<file path="config.mk">
export PLATFORM = sky130hd
export DESIGN_NAME = lssu_big
export DESIGN_NICKNAME = d
export VERILOG_FILES = /design/src/lssu_pkg.sv /design/src/lssu_big.sv
export SDC_FILE = /design/constraint.sdc
export NUM_CORES = 2
export LEC_CHECK = 0
export BUFFER_PORTS_ARGS = -buffer_cell sky130_fd_sc_hd__buf_2
export CORE_UTILIZATION = 58
export CTS_BUF_LIST = sky130_fd_sc_hd__clkbuf_16
export DETAILED_ROUTE_END_ITERATION = 6
export HOLD_SLACK_MARGIN = 0.03
export PLACE_DENSITY = 0.77
export SYNTH_ARGS = -nofsm -noshare
export SYNTH_HDL_FRONTEND = slang
export SYNTH_SLANG_ARGS = --single-unit
</file>
<file path="constraint.sdc">
create_clock -name clk -period 6.8 [get_ports clk]
set_clock_uncertainty 0.05 [all_clocks]
set_input_delay 1.36 -clock clk [delete_from_list [all_inputs] [get_ports clk]]
set_output_delay 1.36 -clock clk [all_outputs]
set_load 0.1 [all_outputs]
</file>
<file path="src/lssu_pkg.sv">
package lssu_pkg;

	// register indexes on the configuration channel
	localparam logic [2:0] RegDistMax    = 3'd0;
	localparam logic [2:0] RegDistMin    = 3'd1;
	localparam logic [2:0] RegAngleStart = 3'd2;
	localparam logic [2:0] RegAngleStep  = 3'd3;
	localparam logic [2:0] RegScanCount  = 3'd4;

	localparam logic [15:0]        DistMaxRst    = 16'd1000;
	localparam logic [15:0]        DistMinRst    = 16'd400;
	localparam logic signed [18:0] AngleStartRst = -19'sd135000;
	localparam logic [13:0]        AngleStepRst  = 14'd250;
	localparam logic [10:0]        ScanCountRst  = 11'd0;

	localparam int unsigned CordicSteps = 20;
	localparam int unsigned LimbW       = 32;
	localparam int unsigned MulW        = 18;

	localparam logic signed [24:0] Q16Deg90  = 25'sd5898240;
	localparam logic signed [24:0] Q16Deg180 = 25'sd11796480;
	localparam logic [MulW-1:0]    FactorOne2 = 18'd131072;   // twice 1.0 in Q2.16
	localparam logic [MulW-1:0]    GeoHiInit  = 18'd131072;

	typedef enum logic [1:0] {
		BIG_INIT,
		BIG_MUL,
		BIG_CMP
	} big_op_t;

	typedef struct packed {
		logic            start;
		big_op_t         op;
		logic            sel_p;   // 1: power register, 0: product register
		logic [MulW-1:0] k;
	} big_req_t;

	typedef struct packed {
		logic done;
		logic le;                 // power <= product
	} big_rsp_t;

	typedef struct packed {
		logic        start;
		logic [31:0] dividend;
		logic [15:0] divisor;
	} div_req_t;

	typedef struct packed {
		logic        done;
		logic [31:0] quotient;
	} div_rsp_t;

	// atan(2^-i) in Q16 degrees
	function automatic logic [22:0] atan_q16(input logic [4:0] i);
		logic [22:0] v;
		case (i)
			5'd0:  v = 23'd2949120;
			5'd1:  v = 23'd1740967;
			5'd2:  v = 23'd919879;
			5'd3:  v = 23'd466945;
			5'd4:  v = 23'd234379;
			5'd5:  v = 23'd117304;
			5'd6:  v = 23'd58666;
			5'd7:  v = 23'd29335;
			5'd8:  v = 23'd14668;
			5'd9:  v = 23'd7334;
			5'd10: v = 23'd3667;
			5'd11: v = 23'd1833;
			5'd12: v = 23'd917;
			5'd13: v = 23'd458;
			5'd14: v = 23'd229;
			5'd15: v = 23'd115;
			5'd16: v = 23'd57;
			5'd17: v = 23'd29;
			5'd18: v = 23'd14;
			5'd19: v = 23'd7;
			default: v = 23'd0;
		endcase
		return v;
	endfunction

endpackage

</file>
<file path="src/lssu_big.sv">
// two multi-limb registers held in memories: init to one, multiply by a
// small factor limb by limb, compare from the top limb down
module lssu_big #(
	parameter int unsigned Limbs = 22
) (
	input  logic                clk,
	input  logic                arst_n,
	input  lssu_pkg::big_req_t  req,
	output lssu_pkg::big_rsp_t  rsp
);

	localparam int unsigned AW = (Limbs > 1) ? $clog2(Limbs) : 1;
	localparam logic [AW-1:0] LastLimb = AW'(Limbs - 1);
	localparam int unsigned W = lssu_pkg::LimbW;
	localparam int unsigned K = lssu_pkg::MulW;

	typedef enum logic [2:0] {
		B_IDLE,
		B_INIT,
		B_MRD,
		B_MMP,
		B_MAD,
		B_CRD,
		B_CEV
	} bstate_t;

	bstate_t        st_q;
	logic [W-1:0]   mem_p [Limbs];
	logic [W-1:0]   mem_q [Limbs];
	logic [W-1:0]   rdp_q;
	logic [W-1:0]   rdq_q;
	logic [AW-1:0]  ptr_q;
	logic           sel_q;
	logic [K-1:0]   k_q;
	logic [W+K-1:0] prod_q;
	logic [K-1:0]   carry_q;
	logic           dec_q;
	logic           lt_q;
	logic           done_q;
	logic           le_q;

	logic [W+K:0]   sum;
	logic [W-1:0]   rd_sel;
	logic           we;
	logic [W-1:0]   wdata;

	assign sum    = {1'b0, prod_q} + {{(W+1){1'b0}}, carry_q};
	assign rd_sel = sel_q ? rdp_q : rdq_q;

	always_comb begin
		we    = (st_q == B_INIT) || (st_q == B_MAD);
		wdata = sum[W-1:0];
		if (st_q == B_INIT)
			wdata = (ptr_q == '0) ? W'(1) : '0;
	end

	always_ff @(posedge clk) begin
		if (we && sel_q)
			mem_p[ptr_q] <= wdata;
		if (we && !sel_q)
			mem_q[ptr_q] <= wdata;
		rdp_q <= mem_p[ptr_q];
		rdq_q <= mem_q[ptr_q];
	end

	always_ff @(posedge clk or negedge arst_n) begin
		if (!arst_n) begin
			st_q    <= B_IDLE;
			ptr_q   <= '0;
			sel_q   <= 1'b0;
			k_q     <= '0;
			prod_q  <= '0;
			carry_q <= '0;
			dec_q   <= 1'b0;
			lt_q    <= 1'b0;
			done_q  <= 1'b0;
			le_q    <= 1'b0;
		end else begin
			done_q <= 1'b0;
			unique case (st_q)
				B_IDLE: begin
					if (req.start) begin
						sel_q   <= req.sel_p;
						k_q     <= req.k;
						carry_q <= '0;
						dec_q   <= 1'b0;
						lt_q    <= 1'b0;
						unique case (req.op)
							lssu_pkg::BIG_INIT: begin
								ptr_q <= '0;
								st_q  <= B_INIT;
							end
							lssu_pkg::BIG_MUL: begin
								ptr_q <= '0;
								st_q  <= B_MRD;
							end
							lssu_pkg::BIG_CMP: begin
								ptr_q <= LastLimb;
								st_q  <= B_CRD;
							end
							default: st_q <= B_IDLE;
						endcase
					end
				end
				B_INIT: begin
					if (ptr_q == LastLimb) begin
						done_q <= 1'b1;
						st_q   <= B_IDLE;
					end else begin
						ptr_q <= ptr_q + AW'(1);
					end
				end
				B_MRD: st_q <= B_MMP;
				B_MMP: begin
					prod_q <= rd_sel * k_q;
					st_q   <= B_MAD;
				end
				B_MAD: begin
					carry_q <= sum[W+K-1:W];
					if (ptr_q == LastLimb) begin
						done_q <= 1'b1;
						st_q   <= B_IDLE;
					end else begin
						ptr_q <= ptr_q + AW'(1);
						st_q  <= B_MRD;
					end
				end
				B_CRD: st_q <= B_CEV;
				B_CEV: begin
					if (!dec_q && (rdp_q != rdq_q)) begin
						dec_q <= 1'b1;
						lt_q  <= rdp_q < rdq_q;
					end
					if (ptr_q == '0) begin
						if (dec_q)
							le_q <= lt_q;
						else
							le_q <= (rdp_q != rdq_q) ? (rdp_q < rdq_q) : 1'b1;
						done_q <= 1'b1;
						st_q   <= B_IDLE;
					end else begin
						ptr_q <= ptr_q - AW'(1);
						st_q  <= B_CRD;
					end
				end
				default: st_q <= B_IDLE;
			endcase
		end
	end

	assign rsp.done = done_q;
	assign rsp.le   = le_q;

endmodule

</file>
==> impl_metrics.ini <==
[min_path]
hold_class = reg -> reg

[setup_path]
arrival_ps = 7340
critPathMaxStageDelay_ps = 610
rrSetupSlack_ps = 70
worstSetupPathType = reg -> reg
endpoint = prod_q[44]$_DFFE_PN0N_
crit_family = adder cells
critPathBufInv = 7
worst-path-max-fanout = 6
start_kind = flop
cp.required_ps = 7410
path_depth = 24
cp_slowest_cell = fa_1
critPathCaptureType = flop
r2r-start = sel_q$_DFFE_PN0P_
reg2reg_depth = 24
r2r_end = prod_q[44]$_DFFE_PN0N_
crit_start = sel_q$_DFFE_PN0P_
path_cells = buf_12 -> clkbuf_16 -> nand2_2 -> o21ai_4 -> clkbuf_16 -> and2_4 -> fa_1 -> inv_2 -> fa_2 -> fa_1 -> inv_1 -> fa_1 -> fa_1 -> inv_2 -> fa_1 -> inv_2 -> ha_4 -> a21oi_1 -> o221ai_2 -> o211ai_1 -> nand2_2 -> a2111oi_4 -> nor4_2 -> a221o_1
critical_path.most_common_cell = fa_1

[cells_and_area]
areaGrowthSynthToFinish_pct = 13.75
fin_nets = 6294
drive_above_1_share_pct = 21.89
fin_cells = 7522

[status]
status = completed

[floorplanning]
ios = 26
die-area_sq_mm = 0.1396
fp.coreArea_sq_mm = 0.1363
row_count = 135
start_util_pct = 58.76
die_w_microns = 373.6
die_h_microns = 373.6

[yosys]
async_flop_share_pct = 6.302
ys_types = 80
ys_ff_latch = 1571
syn_inst = 5377
synth_area_leaders = edfxtp_1 53%, fa_1 12%, mux4_2 11%
ys_warn_count = 0
synth_top_area_cell = edfxtp_1
synth_edf_count = 1408
netlist_area_sq_mm = 0.08009
synth_most_common_cell = edfxtp_1
synth_top_area_share_pct = 52.79
avgSynthCellArea_sq_um = 14.90
ys_top_cells_by_count = 1408 x edfxtp_1, 659 x inv_1, 644 x nand2_1
ys.flop_type = edfxtp_1
synth_fp_nets = 6060
ys_seq_area_share_pct = 57.48

[grt]
antenna_found_initial = 7
gr-total-overflow = 0
grt_pass1_vias = 48700
grt_util_all_layers_pct = 29.84
grt_max_degree = 153
grt_first_pass_wirelength_microns = 307500

[detailed_routing]
first_pass_iters = 5
drc_errors = 0
finalWirelength_microns = 208000
avgRoutedWirePerCell_microns = 27.65
drtIter0Drc = 5307
via_per_inst = 6.265
vias = 47120
postRouteAntennaNets = 0

[sta]
maxSlewViolCount = 0
worstMarginPinSlew_ps = 1314
period_minus_slack_ps = 6734
hold_violations = 0
timing.final.crit_share_pct = 99.03
clock.fmax_mhz = 148.5
rsz0062_at_grt = yes
final-setup-viol-count = 0
slew_headroom_pct = 12.22

[clocking]
h-tree-depth = 4
cts.sinks = 1571
clk_path_buf_depth = 3
path_clk_slew_ps = 60
insertion_delay_ps = 790
root_buffer = clkbuf_16
cts_buffers = 153
cts_tree = built

[placement]
portBuffers = 25
gp_congestion = 0.9033
detailed_place_hpwl_microns = 126100
dp_cells = 7158

[job]
drv_cap = 0
[worst min path at each step]
stage	start	endpoint	slack, ps	depth (start not counted)
6_report	prod_q[0]$_DFFE_PN0N_	prod_q[0]$_DFFE_PN0N_	440	2
3_5_place_dp	prod_q[0]$_DFFE_PN0N_	prod_q[0]$_DFFE_PN0N_	420	2
5_1_grt	prod_q[2]$_DFFE_PN0N_	prod_q[2]$_DFFE_PN0N_	470	2
3_3_place_gp	prod_q[0]$_DFFE_PN0N_	prod_q[0]$_DFFE_PN0N_	420	2
2_1_floorplan	prod_q[0]$_DFFE_PN0N_	prod_q[0]$_DFFE_PN0N_	400	2
4_1_cts	prod_q[0]$_DFFE_PN0N_	prod_q[0]$_DFFE_PN0N_	440	2
[worst min-delay path: stages, from the launching register on]
cell,delay (ps)
dfrtp_1,360
nand2_1,50
nand2_1,50
[layout make-up]
type,count,area [sq um]
clock buffer,156,3904
timing repair buffer,359,3324
antenna,3,7.507
multi-input combinational,2867,32050
tap,1781,2228
clock inverter,126,1056
inverter,659,2474
sequential,1571,46060
fill,8902,45200
[logic make-up after synthesis]
logic type	count (synthesis)	share of synthesized area, %
DFF	1571	57.48
and+or+nand+nor	1175	6.808
muxes	452	11.53
xor gates and xnor gates	77	0.8420
AOI/OAI and AO/OA	504	4.055
buffers and inverters	939	4.473
adders and majority gates	659	14.81
[per-stage QoR]
stage          hold slack [ps]  area [sq um]  setup TNS [ps]  setup slack (ps)  utilization, %
6_report                 439.0         91110               0             65.98           66.84
5_1_grt                  466.9         91100          -604.0            -96.69           66.83
2_1_floorplan            395.3         80140               0             18.32               -
4_1_cts                  438.7         89020               0             27.71           65.30
3_5_place_dp             421.1         84030           -1294            -269.5           61.65
3_3_place_gp             421.7         84030           -1293            -366.5           61.65
[flip-flops by register name, summed over array words and instances (netlist names)]
| name | cells |
|---|---|
| mem_q | 704 |
| k_q | 18 |
| prod_q | 50 |
| lt_q | 1 |
| sel_q | 1 |
| st_q | 3 |
| rdq_q | 32 |
| mem_p | 704 |
| carry_q | 18 |
| dec_q | 1 |
| rdp_q | 32 |
| le_q | 1 |
| done_q | 1 |
| ptr_q | 5 |
[placed cells by master (no fill, tap or decap), types with 28 or more instances in the layout]
| cell | netlist | routed |
|---|---|---|
| clkbuf_16 | 0 | 165 |
| buf_6 | 0 | 35 |
| nand3_1 | 44 | 42 |
| inv_1 | 659 | 670 |
| o21ai_0 | 123 | 114 |
| nor2_4 | 0 | 57 |
| nor2_1 | 114 | 39 |
| buf_12 | 0 | 28 |
| xnor2_1 | 30 | 30 |
| edfxtp_1 | 1408 | 1408 |
| nand2_1 | 644 | 620 |
| nand4_1 | 30 | 30 |
| dfrtp_1 | 99 | 91 |
| a21o_1 | 46 | 46 |
| mux2i_1 | 73 | 73 |
| dfxtp_1 | 64 | 64 |
| xor2_1 | 47 | 45 |
| o211ai_1 | 82 | 82 |
| buf_4 | 2 | 253 |
| and2_1 | 241 | 232 |
| ha_1 | 177 | 157 |
| fa_1 | 482 | 463 |
| a21oi_1 | 88 | 67 |
| mux4_2 | 376 | 376 |
[what timing repair did]
item	4_1_cts	5_1_grt
buffers inserted	0	69
hold buffers	0	0
setup endpoints to repair	12	20
resized for setup	6	303
pin swaps	0	139
gates cloned	0	14
[routing by layer]
metal  vias up  track usage, %  wire [microns]
met3       516           5.123           20320
met5         -               0              12
met4         2           10.96            8177
li1      19610               -               -
met1     24280           40.62           77660
met2      2718           48.76          101800
Power is left out: the tool's default activity adds up to more than one toggle a clock period on the data nets, which glitch-free logic cannot reach.
