### src/lssu_pkg.sv
package lssu_pkg;

	// register indexes on the configuration channel
	localparam logic [2:0] RegDistMax    = 3'd0;
	localparam logic [2:0] RegDistMin    = 3'd1;
	localparam logic [2:0] RegAngleStart = 3'd2;
	localparam logic [2:0] RegAngleStep  = 3'd3;
	localparam logic [2:0] RegScanCount  = 3'd4;

	localparam logic [15:0]        DistMaxRst    = 16'd1000;
	localparam logic [15:0]        DistMinRst    = 16'd400;
	localparam logic signed [18:0] AngleStartRst = -19'sd135000;
	localparam logic [13:0]        AngleStepRst  = 14'd250;
	localparam logic [10:0]        ScanCountRst  = 11'd0;

	localparam int unsigned CordicSteps = 20;
	localparam int unsigned LimbW       = 32;
	localparam int unsigned MulW        = 18;

	localparam logic signed [24:0] Q16Deg90  = 25'sd5898240;
	localparam logic signed [24:0] Q16Deg180 = 25'sd11796480;
	localparam logic [MulW-1:0]    FactorOne2 = 18'd131072;   // twice 1.0 in Q2.16
	localparam logic [MulW-1:0]    GeoHiInit  = 18'd131072;

	typedef enum logic [1:0] {
		BIG_INIT,
		BIG_MUL,
		BIG_CMP
	} big_op_t;

	typedef struct packed {
		logic            start;
		big_op_t         op;
		logic            sel_p;   // 1: power register, 0: product register
		logic [MulW-1:0] k;
	} big_req_t;

	typedef struct packed {
		logic done;
		logic le;                 // power <= product
	} big_rsp_t;

	typedef struct packed {
		logic        start;
		logic [31:0] dividend;
		logic [15:0] divisor;
	} div_req_t;

	typedef struct packed {
		logic        done;
		logic [31:0] quotient;
	} div_rsp_t;

	// atan(2^-i) in Q16 degrees
	function automatic logic [22:0] atan_q16(input logic [4:0] i);
		logic [22:0] v;
		case (i)
			5'd0:  v = 23'd2949120;
			5'd1:  v = 23'd1740967;
			5'd2:  v = 23'd919879;
			5'd3:  v = 23'd466945;
			5'd4:  v = 23'd234379;
			5'd5:  v = 23'd117304;
			5'd6:  v = 23'd58666;
			5'd7:  v = 23'd29335;
			5'd8:  v = 23'd14668;
			5'd9:  v = 23'd7334;
			5'd10: v = 23'd3667;
			5'd11: v = 23'd1833;
			5'd12: v = 23'd917;
			5'd13: v = 23'd458;
			5'd14: v = 23'd229;
			5'd15: v = 23'd115;
			5'd16: v = 23'd57;
			5'd17: v = 23'd29;
			5'd18: v = 23'd14;
			5'd19: v = 23'd7;
			default: v = 23'd0;
		endcase
		return v;
	endfunction

endpackage

### src/lssu_div.sv
// restoring divider, one quotient bit per cycle
module lssu_div (
	input  logic                clk,
	input  logic                arst_n,
	input  lssu_pkg::div_req_t  req,
	output lssu_pkg::div_rsp_t  rsp
);

	logic [31:0] quo_q;
	logic [15:0] rem_q;
	logic [15:0] dvs_q;
	logic [4:0]  cnt_q;
	logic        busy_q;
	logic        done_q;
	logic [16:0] trial;
	logic [16:0] diff;

	assign trial = {rem_q, quo_q[31]};
	assign diff  = trial - {1'b0, dvs_q};

	always_ff @(posedge clk or negedge arst_n) begin
		if (!arst_n) begin
			busy_q <= 1'b0;
			done_q <= 1'b0;
			cnt_q  <= '0;
		end else begin
			done_q <= 1'b0;
			if (req.start) begin
				busy_q <= 1'b1;
				cnt_q  <= '0;
			end else if (busy_q) begin
				if (cnt_q == 5'd31) begin
					busy_q <= 1'b0;
					done_q <= 1'b1;
				end
				cnt_q <= cnt_q + 5'd1;
			end
		end
	end

	always_ff @(posedge clk) begin
		if (req.start) begin
			quo_q <= req.dividend;
			rem_q <= '0;
			dvs_q <= req.divisor;
		end else if (busy_q) begin
			// rem < divisor keeps trial below 2^17, so bit 16 is the borrow
			if (!diff[16]) begin
				rem_q <= diff[15:0];
				quo_q <= {quo_q[30:0], 1'b1};
			end else begin
				rem_q <= trial[15:0];
				quo_q <= {quo_q[30:0], 1'b0};
			end
		end
	end

	assign rsp.done     = done_q;
	assign rsp.quotient = quo_q;

endmodule

### config.mk
export PLATFORM = sky130hd
export DESIGN_NAME = lssu_div
export DESIGN_NICKNAME = d
export VERILOG_FILES = /design/src/lssu_pkg.sv /design/src/lssu_div.sv
export SDC_FILE = /design/constraint.sdc
export NUM_CORES = 1
export LEC_CHECK = 0
export BUFFER_PORTS_ARGS = -buffer_cell sky130_fd_sc_hd__buf_2
export CORE_MARGIN = 2
export CORE_UTILIZATION = 25
export DETAILED_ROUTE_END_ITERATION = 12
export GPL_TIMING_DRIVEN = 1
export PLACE_DENSITY_LB_ADDON = 0.08
export SETUP_SLACK_MARGIN = 0.1
export SYNTH_ARGS = -nofsm -noshare
export SYNTH_HDL_FRONTEND = slang
export SYNTH_SLANG_ARGS = --single-unit
export TNS_END_PERCENT = 5
### constraint.sdc
create_clock -name clk -period 4.85 [get_ports clk]
set_input_delay 0.2425 -clock clk [delete_from_list [all_inputs] [get_ports clk]]
set_output_delay 0.2425 -clock clk [all_outputs]
set_load 0.01 [all_outputs]
==> results summary, run 1 <==
The run finished with clean final reports. The remaining routing DRC violations is 0. Along the worst hold path, the cell count comes to 1. The clock transition at the register clock pins on the worst setup and hold paths after CTS is roughly 0.060 ns. TritonCTS built the clock tree.

The worst-margin pin slew came out at between 0.8 and 0.9 ns. The final number of hold-violating endpoints is 0. Before antenna repair, the detailed router went through 4 iterations.

The first global-routing pass estimated 13.7 mm of wire. The count of flip-flops with a built-in enable after synthesis came out at between 40 and 50. The total global-route track usage is 10.9%. The number of levels the H-tree was split into came out at 3. The launch instance of the worst register-to-register path is quo_q[31]$_DFFE_PP_.

Hold timing on the final database bottoms out at a slack of around 0.066 ns. The tree is rooted in a sky130_fd_sc_hd__clkbuf_16. The mapped cell area is ~3800 um^2.

The total of endpoints with negative setup slack in the final report is 0. The logic depth of the worst register-to-register path is 11. The worst setup path is captured at a flop. The final weighted congestion of routability-driven global placement came out at 0.805.

The worst voltage drop across the vdd grid is between 0.15 and 0.2 mV. The post-cts sizing count is 0. The data required time of the critical path came out at a little over 5 ns. The most used flip-flop cell after synthesis is sky130_fd_sc_hd__edfxtp_1. Summing all multi-input logic gate instances after layout gives 1670 um^2.

The share of flip-flops with an asynchronous set or reset after synthesis is roughly a tenth. Cells with a size suffix above 1 make up 34.8% of the layout. The routed design has 8.38 mm of wire. For flop-to-flop paths, the worst setup slack is roughly 1.6 ns. The register area share after synthesis is 51.6%. The die width came out at ~130 um. The total congestion overflow is 0.

The signed area change from the synthesized netlist to the final layout is 25.5%. The number of antenna violations at the first check in global routing is 0. The number of nets in the finished design is 470.

The worst pin sits at a relative slew slack of a little over two fifths. The standard cell with the maximum stage delay on the critical path is sky130_fd_sc_hd__xor2_2. In this design, the stage delay of the slowest critical-path cell is 0.56 ns. The number of violations reported at the end of detailed-routing iteration 0 came out at 99. The launch point of the worst hold path is req[14].

The layout has ~1,500 filler cells. The final critical path time including I/O delays and setup came out at roughly 3.2 ns. The distinct cell type count after synthesis is 53. The via count of the first global-routing pass is 2,770.

The detailed-route via count came out at approximately 2,600. The clock insertion delay at the later pin of the skew report came out at 0.35 ns. The top-level port count came out at 84. Dividing the detail-routed wire length by the instance count gives ~14 um. The maximum achievable frequency is roughly 310 MHz. The critical path data arrival time came out at ~3.5 ns. The end of the worst register-to-register path is rem_q[9]$_SDFFE_PP0P_. In this run, CTS created clock tree buffers numbering 9. The initial standard-cell utilization of the core came out at between 20% and 30%.

The most critical setup path has its startpoint at quo_q[31]$_DFFE_PP_. The path with the worst hold slack has its endpoint at dvs_q[14]$_DFFE_PP_. The max-slew violation total from the final report was 0.

The number of antenna diodes in the final layout is 0. The sequential cells in the finished layout cover a total of around 1900 um^2. The worst setup path is launched from a flop. Synthesis inferred 71 register bits. In the synthesized netlist, the number of instances is about 320. The number of warnings printed during yosys synthesis came out at 0. The final-layout setup total negative slack came out at 0 ns.

The maximum fanout along the worst path is 12. The largest net degree at the start of global routing came out at 45. Setup repair after global routing left no endpoint under its margin.

The category of the critical setup timing path is flop to flop. The longest clock path from root to sink contains 2 buffers. The number of port buffers is 83.

The share of the clock period used by the worst path after layout is between 60% and 70%. Once detail routing completed, the nets flagged for antenna violations numbered 0. The net count after synthesis came out at a little under 400. The worst clock skew is a little under 0.008 ns.

The power density over the cells is about 500 nW/um^2. The count of clock tree sinks came out at between 70 and 80. The count of max-cap constraint violations is 0. The core region is 14,600 um^2.

The mean number of vias per cell is approximately 4.5. The cell row count is 44. Traced cell by cell, the critical path runs through inv_1, ha_1, fa_1, nand2b_1, a211oi_2, o21bai_2, o211ai_4, xor2_2, buf_4, nand3b_1, a311oi_1. The path class of the tightest hold or removal check is input pin to flop.

The post-synthesis average cell area is 11.9 um^2. The die area is between 15,000 and 20,000 um^2. The total half-perimeter wirelength after legalization and detailed placement is around 5.8 mm. The die height is about 130 um. The leakage power came out at between 2 and 2.5 nW.
layout make-up:
type                    instances  area share, %
clock buffers                  10           4.86
well taps                     184           4.89
clock inverters                 6           2.47
flip-flops and latches         71           41.1
repair buffers                 87           9.51
multi-input cells             210           35.5
inverters                      21           1.67
flip-flops by register name (all words and copies together) (netlist names):
signal and flops:
quo_q 32, busy_q 1, done_q 1, cnt_q 5, rem_q 16, dvs_q 16
critical path: cells and delay by family (launching register included):
family	cells	cell delay, ns
AO/OA/AOI/OAI	4	0.90
flip-flops	1	0.33
XOR/XNOR	1	0.56
AND/OR/NAND/NOR	2	0.30
buffers and inverters	2	0.39
adder cells (fa/ha/maj)	2	0.62
synth_stat cells (all sizes together) (3+ instances only):
master  number  share of area (%)
xor2         7                1.8
a21oi       12                1.6
o21ai        5               0.67
a21o         9                1.8
nor3         5               0.67
nand2       13                1.3
mux2        33                9.9
ha          18                6.0
dfxtp       16                8.5
inv         21                2.1
nor2b        3               0.50
xnor2        8                1.9
a211oi      15                3.1
nand3b       3               0.60
dfrtp        7                4.7
buf          8                1.2
o211ai       3               0.97
clkbuf       6               0.60
nand2b       5               0.83
edfxtp      48                 38
nor2        26                2.6
nand3        4               0.67
mux2i       13                3.5
where the power goes:
part / total (mW) / internal, mW / switching [mW]
Clock: 0.776 / 0.506 / 0.270
Combinational: 0.770 / 0.358 / 0.412
Sequential: 0.829 / 0.758 / 0.0711
Total: 2.37 / 1.62 / 0.753
worst max-delay path by stage:
stage	slack (ns)	to	cells after the start
finish	1.65	rem_q[9]$_SDFFE_PP0P_	11
global placement	1.65	rem_q[2]$_SDFFE_PP0P_	11
floorplan	2.11	rem_q[0]$_SDFFE_PP0P_	11
CTS	1.56	rem_q[9]$_SDFFE_PP0P_	11
global route	1.28	rem_q[9]$_SDFFE_PP0P_	11
detailed placement	1.58	rem_q[2]$_SDFFE_PP0P_	11
logic make-up after synthesis:
family          after synthesis  synth area share (%)
flops                        71                  51.6
simple gates                 70                  9.20
compound gates               60                  11.7
mux                          46                  13.4
buf+inv                      35                  3.90
fa+ha+maj                    19                  6.53
xor+xnor                     15                  3.70
cell usage in the layout (no fill, tap or decap), types with 3 or more instances in the layout:
cell / Yosys / final
sky130_fd_sc_hd__o21ai_1: 3 / 3
sky130_fd_sc_hd__nor3_1: 5 / 5
sky130_fd_sc_hd__a21o_1: 9 / 9
sky130_fd_sc_hd__inv_1: 21 / 21
sky130_fd_sc_hd__a21oi_1: 12 / 12
sky130_fd_sc_hd__buf_4: 2 / 3
sky130_fd_sc_hd__nor2b_1: 3 / 3
sky130_fd_sc_hd__bufinv_16: 0 / 3
sky130_fd_sc_hd__dfxtp_1: 16 / 16
sky130_fd_sc_hd__buf_2: 0 / 83
sky130_fd_sc_hd__edfxtp_1: 48 / 48
sky130_fd_sc_hd__mux2_2: 32 / 32
sky130_fd_sc_hd__ha_1: 18 / 18
sky130_fd_sc_hd__nor2_1: 26 / 26
sky130_fd_sc_hd__mux2i_1: 13 / 13
sky130_fd_sc_hd__nand2b_1: 5 / 5
sky130_fd_sc_hd__nand3_1: 3 / 3
sky130_fd_sc_hd__clkbuf_16: 0 / 9
sky130_fd_sc_hd__dfrtp_1: 7 / 7
sky130_fd_sc_hd__nand3b_1: 3 / 3
sky130_fd_sc_hd__xor2_1: 6 / 6
sky130_fd_sc_hd__xnor2_1: 8 / 8
sky130_fd_sc_hd__a211oi_1: 14 / 14
sky130_fd_sc_hd__nand2_1: 13 / 13
stage by stage:
stage / utilization (%) / instances / setup slack, ns / power, mW / cell area [um^2]
final: 32.3 / 589 / 1.65 / 2.37 / 4710
after global routing: 32.3 / 589 / 1.28 / 2.53 / 4710
after CTS: 32.3 / 589 / 1.56 / 2.42 / 4710
after detailed placement: 29.8 / 572 / 1.58 / 1.62 / 4350
after global placement: 29.8 / 572 / 1.65 / 1.62 / 4350
after floorplan: - / 316 / 2.11 / 1.43 / 3750
timing repair:
action,in CTS,in global routing
hold buffers,1,0
buffers inserted,0,0
endpoints found under the hold margin,7,0
routing by layer:
metal | share of wire [%] | wire (um) | vias up | global-route usage [%]
met3 | 6.8 | 570 | 10 | 4.56
met1 | 48 | 4010 | 1218 | 13.8
met4 | 1.7 | 144 | 0 | 4.46
met5 | 0 | 0 | - | 0
li1 | - | - | 1335 | -
met2 | 44 | 3650 | 64 | 16.5
(Power assumes the default switching activity.)
==> inputs of run 2 (changes only) <==
Settings changed: ABC_AREA set to 1.
Clock period 4.85 ns to 2.8 ns, I/O delays scaled along.
==> run 2 against run 1 <==
Effect of this change: non-clock buffer count grew 19; highest routed layer is now met5; sequential power up 71%; count of clock-buffer cells in the layout is 1 lower; critical path depth is 2 higher; global-route usage up 2.1 points.
==> results summary, run 2 <==
The worst voltage drop across the vdd grid came to 0.309 mV (+69%). Setup repair after global routing left no endpoint under its margin. The core region area is 15,800 um^2 (+8.1%). The mean number of vias per cell came out at 4.08 (-8.6%). The most critical setup path has its endpoint at quo_q[0]$_DFFE_PP_.

The register-to-register path setup slack came to 0.49 ns (-1.16 ns). The fraction of post-synthesis cell area in the top cell type by area is 36.0% (-2.4 points). The number of levels the H-tree was split into came to 3 (unchanged).

The final-layout setup total negative slack came out at 0 ns (unchanged). The number of register bits inferred by synthesis came out at 71 (unchanged). The critical path data arrival time is 2.39 ns (-1.06 ns). The end of the worst register-to-register path is quo_q[0]$_DFFE_PP_. The endpoint class of the critical path is a flop. The first-pass GRT wire length is 17.3 mm (+26%). The signal on the critical path passes through inv_1, ha_1, fa_1, inv_1, nand2_1, nand2_1, nand3_1, nand2_1, nand2_2, nand2_1, nand2_1, nand2_2, o21ai_0. The leakage power came out at 2.76 nW (+35%). The cell family contributing the most delay on the critical path is simple AND/OR/NAND/NOR gates.

The register area share after synthesis was 48.4% (-3.2 points). The total instance count after detailed placement came out at 823 (+44%). The number of nets in the finished design came out at 705 (+50%). The logic depth of the worst register-to-register path came out at 13 (+2).

The number of antenna violations at the first check in global routing is 1 (+1). The remaining max-slew budget at the tightest pin came to 69.2% (+26 points). The count of flip-flops with a built-in enable after synthesis came to 48 (unchanged). In the layout the commonest cells are sky130_fd_sc_hd__nand2_1 (248), sky130_fd_sc_hd__inv_1 (90), sky130_fd_sc_hd__buf_2 (83), sky130_fd_sc_hd__edfxtp_1 (48), sky130_fd_sc_hd__nand3_1 (29). The sequential fraction of design power was 33.0% (-1.9 points). The distinct cell type count after synthesis is 29 (-45%).

The total half-perimeter wirelength after legalization and detailed placement is 7.65 mm (+32%). The final critical path time including I/O delays and setup is 2.31 ns (-0.893 ns). The total congestion overflow came out at 0 (unchanged). The worst setup path is launched from a flop. The die area came out at 17,000 um^2 (+6.3%).

The mapped cell area is 4000 um^2 (+6.6%). The max-slew violation total from the final report is 0 (unchanged). The iteration count of the initial detailed-routing pass was 4 (unchanged). The worst-margin pin slew is 0.462 ns (-0.391 ns).

The most used flip-flop cell after synthesis is sky130_fd_sc_hd__edfxtp_1. The largest buffer count on any clock path came out at 2 (unchanged). The portion of total power attributed to combinational logic is 37.9% (+5.5 points). The remaining routing DRC violations is 0 (unchanged). The flip-flop count of the largest register after layout is 32 (unchanged).

The detail-routed net length per standard cell is 11.9 um (-16%). The critical path starts at quo_q[31]$_DFFE_PP_. The clock tree from TritonCTS is built. The largest registers in the layout are quo_q: 32 flops, dvs_q: 16 flops, rem_q: 16 flops. The launch instance of the worst register-to-register path is quo_q[31]$_DFFE_PP_. sky130_fd_sc_hd__nand2_1 is the most common cell in the netlist. The total global-route track usage is 13.0% (+2.1 points). By count the netlist is led by sky130_fd_sc_hd__nand2_1 (248), sky130_fd_sc_hd__inv_1 (90), sky130_fd_sc_hd__edfxtp_1 (48), sky130_fd_sc_hd__nand3_1 (29), sky130_fd_sc_hd__ha_1 (18).

The share of the clock period used by the worst path after layout was 82.6% (+16 points). The post-synthesis average cell area came out at 7.55 um^2 (-36%). The overall power after layout was 4.30 mW (+81%). The number of violations reported at the end of detailed-routing iteration 0 is 110 (+11%). The post-synthesis instance total came out at 530 (+68%).

The final weighted congestion of routability-driven global placement came out at 0.782 (-2.8%). The count of max-cap constraint violations came out at 0 (unchanged). The switching share of power came to 37.7% (+6.0 points). The initial standard-cell utilization of the core came to 25.4% (-0.36 points). The maximum fanout along the worst path was 17 (+5). The cell row count was 46 (+4.5%).

The final antenna diode count is 0 (unchanged). The data required time of the critical path came out at 2.88 ns (-2.22 ns). The clock network fraction of design power came out at 29.0% (-3.7 points). The clock insertion delay at the later pin of the skew report is 0.34 ns (about the same). The die height is 130 um (+3.1%). The TritonCTS buffer count is 9 (unchanged). The standard cell with the maximum stage delay on the critical path is sky130_fd_sc_hd__fa_1.

The net load switching power came out at 1.62 mW (+120%). The post-CTS repair timing setup buffer count came out at 0 (unchanged). The post-cts sizing count is 0 (unchanged).

The ratio of cells with drive above 1 in the final layout was 17.5% (-17 points). The signed area change from the synthesized netlist to the final layout came out at 28.9%. The clock transition at the register clock pins on the worst setup and hold paths after CTS is 0.06 ns (about the same).

The die width is 130 um (+3.1%). The number of buffer and inverter instances along the worst setup path came out at 2 (unchanged). The total of endpoints with negative setup slack in the final report came to 0 (unchanged). The remaining number of nets flagged by the antenna check after routing came to 0 (unchanged). The via count of the first global-routing pass was 3,609 (+30%). The routed wire length is 10.2 mm (+22%). The commonest non-fill, non-tap cell in the layout is sky130_fd_sc_hd__nand2_1. In this design, the critical path's most frequently occurring cell is sky130_fd_sc_hd__nand2_1. The post-layout utilization of the core is 32.7% (+0.42 points). Counting flops per register, the top entry is quo_q. The final number of hold-violating endpoints is 0 (unchanged).

The count of clock tree sinks was 71 (unchanged). The number of warnings printed during yosys synthesis came out at 0 (unchanged). The top-level port count came to 84 (unchanged). The detailed-route via count is 3,490 (+33%). The net count after synthesis came to 600 (+55%). Summed over all instances, the cell type with the most area after synthesis is sky130_fd_sc_hd__edfxtp_1. The share of flip-flops with an asynchronous set or reset after synthesis is 9.86% (unchanged).

The number of cells on the critical path came to 13 (+2). The worst hold-check path type is input pin to flop. The internal power contribution is 2.68 mW (+65%). The worst clock skew is 0.00850 ns (+0.000663 ns). The number of port buffers is 83 (unchanged). The final instance count without filler cells was 856 (+45%). The power density over the cells is 835 nW/um^2 (+66%). Sorting the synthesized cells by area gives the leading types as sky130_fd_sc_hd__edfxtp_1 (36%), sky130_fd_sc_hd__nand2_1 (23%), sky130_fd_sc_hd__inv_1 (8.4%). The flow ran to the end, and the final reports show no timing, DRC or antenna violations. The largest net degree at the start of global routing is 42 (-6.7%). The critical path is of the flop to flop type. The final instance area came out at 5160 um^2 (+9.5%). The placed instance area is 4670 um^2 (+7.2%). The maximum achievable frequency came out at 433 MHz (+39%). The peak per-stage delay on the critical path is 0.40 ns (-0.16 ns). The number of fill cells in the layout is 1,773 (+18%). The root buffer cell chosen for the clock tree is sky130_fd_sc_hd__clkbuf_16.
[run 2: cell types whose count changed in the layout (fill, tap and decap cells not counted), sizes merged, moves of 4 or more]
cell         delta
a211oi         -15
dlygate4sd3    +16
nand3          +25
a21o            -9
nor2            -9
inv            +69
mux2i          -13
xnor2           -4
nand2         +238
xor2            -4
nand2b          -5
mux2           -33
[run 2: per-stage QoR]
step,setup WS (ns),hold slack [ns]
global placement,0.481,-0.0184
floorplan,0.626,-0.156
detailed placement,0.413,-0.0167
finish,0.488,0.0645
global route,0.220,0.0637
CTS,0.432,0.0487
[run 2: how the worst min path moves through the flow]
stage	depth (start not counted)	slack, ns	from	to
2_1_floorplan	0	-0.16	arst_n	busy_q$_DFF_PN0_
3_3_place_gp	1	-0.02	arst_n	cnt_q[3]$_DFFE_PN0P_
3_5_place_dp	1	-0.02	arst_n	cnt_q[3]$_DFFE_PN0P_
4_1_cts	3	0.05	req[37]	quo_q[21]$_DFFE_PP_
5_1_grt	3	0.06	req[20]	quo_q[4]$_DFFE_PP_
6_report	3	0.06	req[37]	quo_q[21]$_DFFE_PP_
[run 2: final cells by class]
type / instances / area (um^2) / area share [%]
timing repair buffer: 106 / 631 / 12.2
inverter: 90 / 338 / 6.55
multi-input combinational: 357 / 1660 / 32.2
sequential: 71 / 1940 / 37.6
tap: 216 / 270 / 5.24
clock inverter: 7 / 96.3 / 1.87
clock buffer: 9 / 225 / 4.37
[run 2: routing by layer]
metal / wire length [um] / GRT usage (%) / vias to the layer above / share of wire (%)
li1: - / - / 1848 / -
met1: 4940 / 16.5 / 1550 / 48
met2: 4440 / 20.6 / 79 / 43
met3: 636 / 4.23 / 11 / 6.2
met4: 184 / 5.26 / 2 / 1.8
met5: 16 / 0 / - / 0.16
[run 2: what timing repair did]
| action | 4_1_cts | 5_1_grt |
|---|---|---|
| hold buffers | 17 | 0 |
| setup endpoints to repair | 0 | 0 |
| endpoints found under the hold margin | 23 | 0 |
[run 2: worst reg2reg max path: cells and delay by family, from the launching register on]
kind,cells,cell delay [ns]
simple gates,8,0.85
fa+ha+maj,2,0.61
buf+inv,2,0.12
compound gates,1,0.13
flops,1,0.34
[run 2: kinds of logic after synthesis]
family	Yosys count	share of synthesized area, %
compound gates	18	2.47
flops	71	48.4
simple gates	313	31.4
buf+inv	102	10.1
fa+ha+maj	19	6.13
xor+xnor	7	1.53
[run 2: power by group through the flow]
stage	clock, mW	sequential (mW)	combinational, mW
6_report	1.25	1.42	1.63
5_1_grt	1.32	1.45	1.92
4_1_cts	1.29	1.43	1.67
3_5_place_dp	0	1.44	1.64
3_3_place_gp	0	1.45	1.64
2_1_floorplan	0	1.44	1.24
==> inputs of run 3 (changes only) <==
Settings changed: ABC_AREA 1 to 0.
Clock period 2.8 ns to 2.3 ns, I/O delays scaled along.
==> run 3 against run 2 <==
Effect of this change: the flow now finishes with violations (setup timing); non-clock buffer count is 44 higher; hold slack better by 0.0072 ns; register-to-register slack worse by 0.80 ns; worst setup slack worse by 0.80 ns; routed wire length is 13% lower; critical path depth is 2 lower; fmax is 11% lower; combinational power is 31% higher; via count is 18% lower.
==> results summary, run 3 (synthesis gave the netlist of run 1 again) <==
The run finished, with violations left. The checks that failed: setup timing. The first-pass GRT wire length came out at 14.9 mm (-14%).

The total half-perimeter wirelength after legalization and detailed placement came out at 6.44 mm (-16%). The worst clock skew is 0.00294 ns (-0.00555 ns). In this run the critical register-to-register path is launched from quo_q[31]$_DFFE_PP_. The switching share of power is 32.2% (-5.5 points). The via count of the first global-routing pass came out at 3,066 (-15%). The die area is 16,000 um^2 (-6.0%).

The number of levels the H-tree was split into is 3 (unchanged). The worst hold slack across all endpoints is 0.0717 ns (+0.00721 ns). The total of endpoints with negative setup slack in the final report came out at 16 (+16).

The internal power contribution is 3.56 mW (+33%). The leakage power is 2.33 nW (-16%). The register-to-register path setup slack is -0.31 ns (-0.80 ns).

The die width was 127 um (-3.0%). TritonCTS built the clock tree. The max-slew violation total from the final report came out at 0 (unchanged). The clock network fraction of design power is 26.5% (-2.5 points). The flip-flop count of the largest register after layout is 32 (unchanged). The total congestion overflow is 0 (unchanged). The final weighted congestion of routability-driven global placement came out at 0.768 (-1.8%).

The overall power after layout is 5.25 mW (+22%). The final instance area was 5240 um^2 (+1.6%). The core region area came out at 14,600 um^2 (-7.5%). The worst setup path is captured at a flop. The remaining number of nets flagged by the antenna check after routing came out at 0 (unchanged).

The worst voltage drop across the vdd grid is 0.397 mV (+29%). The count of clock tree sinks came out at 71 (unchanged). The worst hold-check path type is input pin to flop. The number of fill cells in the layout is 1,443 (-19%). The maximum achievable frequency came out at 383 MHz (-11%). The library cell used most frequently in the layout, excluding fill and tap cells, is sky130_fd_sc_hd__buf_2.

The worst hold path stage count came out at 2 (-1). The tree is rooted in a sky130_fd_sc_hd__clkbuf_16. The remaining max-slew budget at the tightest pin came out at 63.1% (-6.1 points). The largest registers in the layout are quo_q: 32 flops, dvs_q: 16 flops, rem_q: 16 flops. The data required time of the critical path came to 2.56 ns (-0.32 ns). The portion of total power attributed to combinational logic came out at 40.5% (+2.6 points).

The clock transition at the register clock pins on the worst setup and hold paths after CTS came out at 0.06 ns (about the same). The count of max-cap constraint violations came out at 0 (unchanged). The number of nets in the finished design came out at 533 (-24%). The number of violations reported at the end of detailed-routing iteration 0 is 95 (-14%). The worst setup path is of the flop to flop kind. The mean number of vias per cell was 4.38 (+7.3%).

The clock insertion delay at the later pin of the skew report came out at 0.34 ns (about the same). The total instance count after detailed placement came out at 617 (-25%). The initial standard-cell utilization of the core came out at 25.7% (+0.36 points). The worst-margin pin slew came to 0.553 ns (+0.0909 ns). The endpoint of the worst hold-timing path is quo_q[15]$_DFFE_PP_. The detail-routed net length per standard cell is 13.6 um (+14%). The endpoint identified for the worst register-to-register timing path is rem_q[0]$_SDFFE_PP0P_.

The post-layout worst setup margin is -0.308 ns (-0.796 ns). The final antenna diode count came out at 0 (unchanged). The signed area change from the synthesized netlist to the final layout is 39.6%. The minimum setup slack after placement is -0.385 ns (-0.798 ns). The logic depth of the worst register-to-register path came to 11 (-2). The top cell types in the final layout, fill and taps aside, are sky130_fd_sc_hd__buf_2 (83), sky130_fd_sc_hd__edfxtp_1 (48), sky130_fd_sc_hd__buf_4 (47), sky130_fd_sc_hd__mux2_2 (32), sky130_fd_sc_hd__nor2_1 (26).

The number of antenna violations at the first check in global routing came out at 1 (unchanged). The share of the clock period used by the worst path after layout is 113% (+31 points). The final instance count without filler cells was 652 (-24%). The worst setup path is launched from a flop.

The power density over the cells came out at 1000 nW/um^2 (+20%). The final number of hold-violating endpoints is 0 (unchanged). The ratio of cells with drive above 1 in the final layout came to 41.0% (+24 points). The die height was 127 um (-3.0%).

The number of port buffers is 83 (unchanged). In this run the most critical hold path is launched from req[31]. The detailed-route via count is 2,853 (-18%). Ranked by flip-flop count, first place goes to quo_q.

The critical path data arrival time came out at 2.87 ns (+0.48 ns). Setup repair after global routing could not meet its margin everywhere. The total global-route track usage is 11.8% (-1.3 points). The iteration count of the initial detailed-routing pass came out at 4 (unchanged). The remaining routing DRC violations is 0 (unchanged). The TritonCTS buffer count came out at 9 (unchanged). The maximum fanout along the worst path came out at 3 (-14).

The final critical path time including I/O delays and setup came out at 2.61 ns (+0.296 ns). The largest buffer count on any clock path came to 2 (unchanged). The placed instance area was 4740 um^2 (+1.6%). The sequential fraction of design power was 33.0% (about the same).

The routed wire length is 8.86 mm (-13%). The net load switching power was 1.69 mW (+4.3%). The largest net degree at the start of global routing is 37 (-12%). The cell row count came out at 44 (-4.3%). The top-level port count is 84 (unchanged).
## run 3: how the worst max path moves through the flow
stage / startpoint / end / slack [ns]
2_1_floorplan: quo_q[31]$_DFFE_PP_ / rem_q[0]$_SDFFE_PP0P_ / -0.30
3_3_place_gp: quo_q[31]$_DFFE_PP_ / rem_q[9]$_SDFFE_PP0P_ / -0.28
3_5_place_dp: quo_q[31]$_DFFE_PP_ / rem_q[9]$_SDFFE_PP0P_ / -0.39
4_1_cts: quo_q[31]$_DFFE_PP_ / rem_q[0]$_SDFFE_PP0P_ / -0.33
5_1_grt: quo_q[31]$_DFFE_PP_ / rem_q[2]$_SDFFE_PP0P_ / -0.42
6_report: quo_q[31]$_DFFE_PP_ / rem_q[0]$_SDFFE_PP0P_ / -0.31
## run 3: per-stage QoR
stage | setup TNS (ns) | util, %
after global routing | -5.90 | 35.9
after CTS | -4.32 | 35.8
after detailed placement | -5.12 | 32.5
after floorplan | -2.57 | -
after global placement | -3.74 | 32.5
final | -3.86 | 35.9
## run 3: timing repair
item,in CTS,in global routing
gates resized for setup,2,2
setup buffers,2,0
cloned,0,0
pin swaps,13,0
hold buffers,17,0
setup endpoints to repair,17,17
endpoints found under the hold margin,23,0
## run 3: layout make-up
class / instances / area (um^2) / share of cell area [%]
repair buffers: 150 / 990 / 18.9
flip-flops and latches: 71 / 1940 / 37.0
clock buffers: 10 / 229 / 4.37
multi-input cells: 210 / 1710 / 32.7
inverters: 21 / 78.8 / 1.50
well taps: 184 / 230 / 4.39
clock inverters: 6 / 61.3 / 1.17
## run 3: metal layers
layer / track usage, % / up-vias / routed length (um)
li1: - / 1447 / -
met1: 14.8 / 1317 / 4010
met2: 18.2 / 76 / 4110
met3: 5.10 / 11 / 615
met4: 3.88 / 2 / 115
met5: 0 / - / 13
## run 3: power groups by stage
stage          Sequential, mW  Combinational, mW  Clock, mW
5_1_grt                  1.77               2.34       1.49
3_5_place_dp             1.76               2.07          0
2_1_floorplan            1.77               1.27          0
3_3_place_gp             1.76               2.08          0
4_1_cts                  1.74               2.15       1.45
6_report                 1.73               2.13       1.39
## run 3: worst max-delay path, cell delays in order, from the launching register on
cell and delay [ns]:
sky130_fd_sc_hd__edfxtp_1 0.35, sky130_fd_sc_hd__inv_1 0.08, sky130_fd_sc_hd__ha_4 0.17, sky130_fd_sc_hd__fa_2 0.34, sky130_fd_sc_hd__nand2b_4 0.16, sky130_fd_sc_hd__a211oi_4 0.23, sky130_fd_sc_hd__o21bai_2 0.13, sky130_fd_sc_hd__o211ai_4 0.22
sky130_fd_sc_hd__xor2_2 0.24, sky130_fd_sc_hd__buf_4 0.16, sky130_fd_sc_hd__mux2_4 0.29, sky130_fd_sc_hd__a211oi_2 0.16
